$ cat src/hdl/ica_pkg.sv
// ----------------------------------------------------------------------------
// ica_pkg
// Types, codes and helper functions shared by the integer calculator cells
// and the top level.
// ----------------------------------------------------------------------------
package ica_pkg;

   localparam int DataWidth = 32;
   localparam int CellCount = DataWidth;
   localparam int IdxWidth  = $clog2(CellCount);
   localparam int SqrtSteps = DataWidth / 2;

   typedef logic [DataWidth-1:0]   data_type;
   typedef logic [2*DataWidth-1:0] wide_type;
   typedef logic [IdxWidth-1:0]    idx_type;

   // opcodes
   localparam logic [2:0] OP_ADD  = 3'd1;
   localparam logic [2:0] OP_SUB  = 3'd2;
   localparam logic [2:0] OP_MUL  = 3'd3;
   localparam logic [2:0] OP_DIV  = 3'd4;
   localparam logic [2:0] OP_SQR  = 3'd5;
   localparam logic [2:0] OP_ROOT = 3'd6;
   localparam logic [2:0] OP_POW  = 3'd7;

   // status codes
   localparam logic [2:0] ST_OK      = 3'd0;
   localparam logic [2:0] ST_OVF     = 3'd1;
   localparam logic [2:0] ST_DIV0    = 3'd2;
   localparam logic [2:0] ST_NEGROOT = 3'd3;
   localparam logic [2:0] ST_BADOP   = 3'd4;

   // what the cells do with a word
   typedef enum logic [1:0] {
      K_FIXED,
      K_MULPOW,
      K_DIV,
      K_SQRT
   } kind_type;

   // one word traveling down the chain of cells
   typedef struct packed {
      logic     valid;
      kind_type kind;
      logic [2:0] st;
      logic     neg;
      data_type acc;     // product magnitude, remainder
      data_type aux;     // base magnitude, divisor, root
      data_type work;    // exponent bits, dividend or radicand bits
      data_type quo;     // quotient or finished result
      logic     big_r;   // true product magnitude has left the word
      logic     big_b;   // true base magnitude has left the word
   } word_type;

   function automatic data_type mag(data_type v);
      return v[DataWidth-1] ? data_type'(-v) : v;
   endfunction

   // largest magnitude a result of the given sign may have
   function automatic data_type mag_limit(logic neg);
      return {neg, {(DataWidth-1){~neg}}};
   endfunction

   // decode one request into the word that enters the first cell
   function automatic word_type setup(logic [2:0] op, data_type a, data_type b);
      word_type w;
      data_type sum;
      data_type one;
      w    = '0;
      sum  = '0;
      one  = data_type'(1);
      w.kind = K_FIXED;
      w.st   = ST_OK;
      case (op)
         OP_ADD: begin
            sum   = a + b;
            w.quo = sum;
            if (a[DataWidth-1] == b[DataWidth-1] && sum[DataWidth-1] != a[DataWidth-1])
               w.st = ST_OVF;
         end
         OP_SUB: begin
            sum   = a - b;
            w.quo = sum;
            if (a[DataWidth-1] != b[DataWidth-1] && sum[DataWidth-1] != a[DataWidth-1])
               w.st = ST_OVF;
         end
         OP_MUL: begin
            w.kind = K_MULPOW;
            w.acc  = mag(a);
            w.aux  = mag(b);
            w.work = one;
            w.neg  = a[DataWidth-1] ^ b[DataWidth-1];
         end
         OP_SQR: begin
            w.kind = K_MULPOW;
            w.acc  = mag(a);
            w.aux  = mag(a);
            w.work = one;
         end
         OP_DIV: begin
            if (b == '0) begin
               w.st = ST_DIV0;
            end else begin
               w.kind = K_DIV;
               w.aux  = mag(b);
               w.work = mag(a);
               w.neg  = a[DataWidth-1] ^ b[DataWidth-1];
            end
         end
         OP_ROOT: begin
            if (a[DataWidth-1]) begin
               w.st = ST_NEGROOT;
            end else begin
               w.kind = K_SQRT;
               w.work = a;
            end
         end
         OP_POW: begin
            if (b[DataWidth-1]) begin
               if (a == one)
                  w.quo = one;
               else if (a == '1)
                  w.quo = b[0] ? '1 : one;
               else if (a == '0)
                  w.st = ST_DIV0;
            end else begin
               w.kind = K_MULPOW;
               w.acc  = one;
               w.aux  = mag(a);
               w.work = b;
               w.neg  = a[DataWidth-1] & b[0];
            end
         end
         default: begin
            w.st = ST_BADOP;
         end
      endcase
      return w;
   endfunction

endpackage

$ cat src/hdl/ica_cell.sv
// ----------------------------------------------------------------------------
// ica_cell
// One cell of the calculator chain: one exponent bit of square-and-multiply,
// one quotient bit of restoring division, or, in the first half of the chain, one root bit of the square root.
// ----------------------------------------------------------------------------
module ica_cell
   import ica_pkg::*;
(
   input  logic     clock,
   input  logic     reset,
   input  logic     advance,
   input  idx_type  cell_idx,
   input  word_type prev_word,
   output word_type word_out
);

   word_type word_ff;
   word_type word_in;
   wide_type prod_r;
   wide_type prod_b;
   data_type rem_sh;
   data_type rem_sq;
   data_type trial;
   logic     sqrt_active;

   assign prod_r      = wide_type'(prev_word.acc) * wide_type'(prev_word.aux);
   assign prod_b      = wide_type'(prev_word.aux) * wide_type'(prev_word.aux);
   assign rem_sh      = {prev_word.acc[DataWidth-2:0], prev_word.work[DataWidth-1]};
   assign rem_sq      = {prev_word.acc[DataWidth-3:0], prev_word.work[DataWidth-1 -: 2]};
   assign trial       = {prev_word.aux[DataWidth-3:0], 2'b01};
   assign sqrt_active = cell_idx < idx_type'(SqrtSteps);

   // work out one step of this word
   always_comb begin
      word_in = prev_word;
      case (prev_word.kind)
         K_MULPOW: begin
            if (prev_word.work[0]) begin
               word_in.acc   = prod_r[DataWidth-1:0];
               word_in.big_r = prev_word.big_r | prev_word.big_b
                               | (|prod_r[2*DataWidth-1:DataWidth]);
            end
            word_in.aux   = prod_b[DataWidth-1:0];
            word_in.big_b = prev_word.big_b | (|prod_b[2*DataWidth-1:DataWidth]);
            word_in.work  = prev_word.work >> 1;
         end
         K_DIV: begin
            if (rem_sh >= prev_word.aux) begin
               word_in.acc = rem_sh - prev_word.aux;
               word_in.quo = {prev_word.quo[DataWidth-2:0], 1'b1};
            end else begin
               word_in.acc = rem_sh;
               word_in.quo = {prev_word.quo[DataWidth-2:0], 1'b0};
            end
            word_in.work = prev_word.work << 1;
         end
         K_SQRT: begin
            if (sqrt_active) begin
               if (rem_sq >= trial) begin
                  word_in.acc = rem_sq - trial;
                  word_in.aux = {prev_word.aux[DataWidth-2:0], 1'b1};
               end else begin
                  word_in.acc = rem_sq;
                  word_in.aux = {prev_word.aux[DataWidth-2:0], 1'b0};
               end
               word_in.work = prev_word.work << 2;
            end
         end
         default: begin
         end
      endcase
   end

   // advance the word when the chain moves
   always_ff @(posedge clock) begin
      if (reset) begin
         word_ff.valid <= 1'b0;
      end else if (advance) begin
         word_ff <= word_in;
      end
   end

   assign word_out = word_ff;

endmodule

$ cat config.mk
export PLATFORM = sky130hd
export DESIGN_NAME = ica_cell
export DESIGN_NICKNAME = d
export VERILOG_FILES = /design/src/hdl/ica_pkg.sv /design/src/hdl/ica_cell.sv
export SDC_FILE = /design/constraint.sdc
export NUM_CORES = 2
export LEC_CHECK = 0
export ABC_AREA = 1
export BUFFER_PORTS_ARGS = -buffer_cell sky130_fd_sc_hd__buf_2
export CAP_MARGIN = 30
export CORE_ASPECT_RATIO = 0.9
export CORE_UTILIZATION = 60
export DETAILED_ROUTE_END_ITERATION = 12
export MAX_ROUTING_LAYER = met4
export PLACE_DENSITY = 0.91
export RECOVER_POWER = 100
export SYNTH_ARGS = -nofsm -noshare
export SYNTH_HDL_FRONTEND = slang
export SYNTH_SLANG_ARGS = --single-unit
$ cat constraint.sdc
create_clock -name clock -period 7.14 [get_ports clock]
set_input_delay 0.357 -clock clock [delete_from_list [all_inputs] [get_ports clock]]
set_output_delay 0.357 -clock clock [all_outputs]
set_load 0.03 [all_outputs]
# Word level (Yosys, flattened, before mapping)

Index checks and enable logic that the tools add are counted.

Input port bits: 145
Bits in registers: 137
Logic and storage cells: 38
Output and inout port bits: 137

Bitwise gates (word level): 4
Add/sub/neg operators: 2
Multiply operators: 2
$lt $le $gt $ge: 3
Reductions and logical operators: 3
Eq/ne operators: 3
Mux-type cells: 11

Operators with widths:

| kind                                                             | number |
|---|---|
| 32-bit one-hot mux with 3 select lines                           | 2 |
| 32-bit by 32-bit multiplier with 64-bit output                   | 2 |
| 32-bit two-way mux                                               | 3 |
| 96-bit two-way mux                                               | 1 |
| 32-bit >= comparator                                             | 2 |
| 64-bit two-way mux                                               | 1 |
| 32-bit one-hot mux with 2 select lines                           | 1 |
| 32-bit OR reduction                                              | 2 |
| 32-bit subtractor                                                | 2 |
| 5-bit less-than comparator (second input constant)               | 1 |
| 2-bit == test (second input constant)                            | 2 |
| 1-bit OR                                                         | 3 |
| 2-bit by 1-bit == test with 1-bit output (second input constant) | 1 |
| 1-bit two-way mux                                                | 2 |
| 2-bit two-way mux                                                | 1 |
| 2-bit AND reduction                                              | 1 |
| 1-bit inverter                                                   | 1 |

# Logic depth before layout (Yosys ltp)

Depth after elaboration: 5
Depth in mapped cells: 39
Mapped depth without buffers: 37

# Least setup slack after synthesis

Ideal clock, no wire load.

Path kind: input -> register
From: in prev_word[68] in the netlist's numbering
To: reg word_ff, in the netlist word_out[0] (data pin)
Cell stages on the path: 31
Data required time: 6.884 ns
Arrival: 6.931 ns
Setup slack: -0.048 ns
Library setup time: 0.256 ns
Path buffers: 3
Cell sequence: clkbuf_1 -> clkbuf_1 -> clkbuf_1 -> nand2_1 -> fa_1 -> inv_1 -> fa_1 -> fa_1 -> inv_1 -> fa_1 -> inv_1 -> fa_1 -> fa_1 -> fa_1 -> fa_1 -> ha_1 -> nand2_1 -> nor2_2 -> inv_1 -> nor3_4 -> nand2_1 -> nor2_1 -> nand2_1 -> nand4_1 -> nand2_1 -> nor2_1 -> nand2_1 -> nor2_1 -> nand2_1 -> o21bai_1 -> nand2_1

RTL lines:

| item                 | RTL line       | source |
|---|---|---|
| start, declared      | ica_cell.sv:13 | `input word_type prev_word,` |
| end signal, assigned | ica_cell.sv:79 | `word_ff <= word_in;` |
| end, declared        | ica_cell.sv:17 | `word_type word_ff;` |

==> results.py <==
metrics = {
    "drt": {
        "vias": 73430,
        "via_per_inst": 5.793,
        "drtPass1Iterations": 8,
        "drtAntennaViolNets": 0,
        "first_iter_violations": 8997,
        "wirelength_microns": 298300,
        "wl_per_cell_microns": 23.53,
        "drc": 0,
    },
    "setup_path": {
        "cp_max_fo": 14,
        "path_common_cell": "fa_1",
        "worst-endpoint-arrival_ps": 7590,
        "crit_family": "adder cells",
        "required_ps": 7360,
        "cpPeakStageDelay_ps": 840,
        "crit_slowest_cell": "fa_1",
        "rrSetupSlack_ps": 6580,
        "crit_path_end_kind": "register",
        "startpoint_type": "primary input",
        "critPathBufInv": 9,
        "crit_type": "in -> reg",
    },
    "yosys": {
        "yosys.area_share.simple": 0.1793,
        "synth_top_family_by_area": "adder cells",
        "synthMuxAreaShare": 0,
        "syn_inst": 10100,
        "synth-compound-area-share": 0.04841,
        "syn-num-nets": 12610,
        "avgSynthCellArea_sq_um": 7.694,
        "synth.distinct_cells": 56,
        "synth_xor_area_frac": 0.01003,
        "ys_ff_latch": 137,
        "ys_seq_area_frac": 0.05282,
        "synth_fa_ha_area_frac": 0.5469,
        "ys.warnings.count": 0,
        "syn-cell-area_sq_mm": 0.07769,
    },
    "cells_and_area": {
        "areaGrowthSynthToFinish_pct": 16.04,
        "drive_gt1_frac": 0.1328,
        "largest_reg_flops": 137,
        "nNetsFinal": 13450,
    },
    "timing": {
        "setup_violations": 3,
        "slew_violations": 375,
        "setup_tns_ps": -395.7,
        "fin_ws_ps": -232.2,
        "tightestPinTransition_ps": 4027,
        "max_freq_ghz": 0.1356,
        "hold_viol": 0,
        "rsz0062_at_grt": "true",
        "period_share": 1.033,
        "fin_skew_ps": 0,
        "period_needed_ps": 7372,
        "max-slew-margin-rel": -1.685,
    },
    "min_path": {
        "hold_class": "in -> reg",
    },
    "cts": {
        "tritoncts": "yes",
        "clkTransAtPathRegs_ps": 70,
        "clockBufferDepth": 2,
        "htreeDepth": 4,
        "cts_buffers": 17,
        "cts_root_buffer": "clkbuf_16",
        "clock_latency_ps": 460,
        "clock_sinks": 137,
    },
    "job": {
        "drv_cap": 9,
    },
    "place": {
        "place_congestion": 1.093,
        "hpwlAfterDp_microns": 242200,
        "io_buffers": 277,
    },
    "floorplan": {
        "num_rows": 124,
        "coreArea_sq_mm": 0.1277,
        "die_w_microns": 381.3,
        "die_area_sq_mm": 0.1309,
        "io_pins": 282,
        "start_util": 0.6084,
        "die_y_microns": 343.4,
    },
    "outcome": {
        "status": "finished with violations",
        "violations": "max-capacitance violations, max-slew violations, negative setup slack",
    },
    "global_routing": {
        "grt-ovfl-total": 0,
        "grt_pass1_wl_microns": 433400,
        "antenna_found_initial": 16,
        "track_usage": 0.4506,
        "grt_start_max_net_pins": 76,
        "grt_pass1_vias": 77650,
    },
}
## cell usage after synthesis, drive strengths merged
library cell / instances / area [sq um]
a221oi: 9 / 85.08
ha: 652 / 8158
o22ai: 26 / 162.7
inv: 2939 / 11030
clkinv: 2 / 7.510
a22oi: 19 / 142.6
a31oi: 9 / 56.30
nand4: 66 / 412.9
buf: 112 / 449.2
a21boi: 7 / 52.55
o21bai: 27 / 202.7
nor4: 7 / 50.05
clkbuf: 302 / 1134
o31ai: 2 / 15.01
and2: 3 / 18.77
nand2: 2803 / 10560
o221ai: 16 / 140.1
edfxtp: 136 / 4084
and3: 1 / 6.260
or2: 12 / 75.07
or3: 1 / 6.260
xor2: 32 / 280.3
o21ai: 197 / 1001
dfxtp: 1 / 20.02
fa: 1715 / 34330
o221a: 1 / 11.26
nor3: 35 / 216.5
o211ai: 38 / 285.3
xnor2: 57 / 499.2
a211oi: 2 / 15.01
o21a: 6 / 45.04
a21oi: 285 / 1449
a21o: 13 / 97.59
nand3: 186 / 1001
nor2: 355 / 1393
nor4b: 1 / 15.01
nand3b: 23 / 176.4
## through the flow
| step | instances | hold WS [ps] | setup slack, ps | util | cell area, sq um |
|---|---|---|---|---|---|
| after floorplan | 10100 | 426.1 | 32.83 | - | 77690 |
| after global routing | 12670 | 58.90 | -509.3 | 0.7059 | 90140 |
| after detailed placement | 12580 | 453.3 | -681.4 | 0.6860 | 87600 |
| after global placement | 12580 | 441.7 | -494.8 | 0.6860 | 87600 |
| final | 12680 | 69.04 | -232.2 | 0.7060 | 90150 |
| after CTS | 12610 | 63.60 | 0.9295 | 0.6926 | 88440 |
## cell type report
type	count	area (sq um)
clock buffer	17	425.4
fill	9130	37540
clock inverter	15	177.7
antenna	22	55.05
sequential	137	4104
inverter	2941	11040
multi-input combinational	6606	62200
tap	1701	2128
timing repair buffer	1237	10020
## layer usage
layer / track usage / up-vias / part of all wire / wire, microns
met1: 0.5251 / 35070 / 0.33 / 98930
met5: - / - / 0 / 0
met2: 0.6781 / 5586 / 0.43 / 128600
met4: 0.3034 / 0 / 0.097 / 28890
li1: - / 30750 / - / -
met3: 0.1309 / 2024 / 0.14 / 41890
## cells in the final DEF (no fill, tap or decap), types with 38 or more instances in the layout
cell type / synthesis / layout
nand2_2: 13 / 71
buf_4: 1 / 837
clkbuf_1: 302 / 147
nand3_1: 172 / 169
o211ai_1: 38 / 38
ha_1: 652 / 611
o21ai_0: 161 / 154
nor2_1: 335 / 280
nand4_1: 66 / 66
edfxtp_1: 136 / 136
fa_1: 1715 / 1688
inv_1: 2929 / 2920
nor2_2: 18 / 51
buf_2: 8 / 115
nand2_1: 2789 / 2724
xnor2_1: 57 / 55
buf_12: 0 / 93
a21oi_1: 281 / 252
## kinds of logic (layout without fill, tap and decap cells)
group / Yosys count / count (layout)
xor+xnor: 89 / 89
compound gates: 657 / 657
fa+ha+maj: 2367 / 2367
simple gates: 3493 / 3493
flops: 137 / 137
other cells: 0 / 22
buf+inv: 3355 / 4210
## what timing repair did
| item | CTS | global route |
|---|---|---|
| gates resized for setup | 36 | 331 |
| setup buffers | 3 | 29 |
| pin swaps | 3 | 111 |
| setup endpoints to repair | 3 | 14 |
| gates cloned | 2 | 11 |
| hold buffers | 0 | 0 |
## path summary, 6_finish.rpt
check	from	end	cells after the start
hold reg to reg	word_out[136]	word_out[136]	2
setup / recovery	prev_word[70]	word_out[1]	33
setup reg to reg	word_out[136]	word_out[136]	2
hold / removal	prev_word[131]	word_out[131]	1
Power is left out: the tool's default activity adds up to more than one toggle a clock period on the data nets, which glitch-free logic cannot reach.
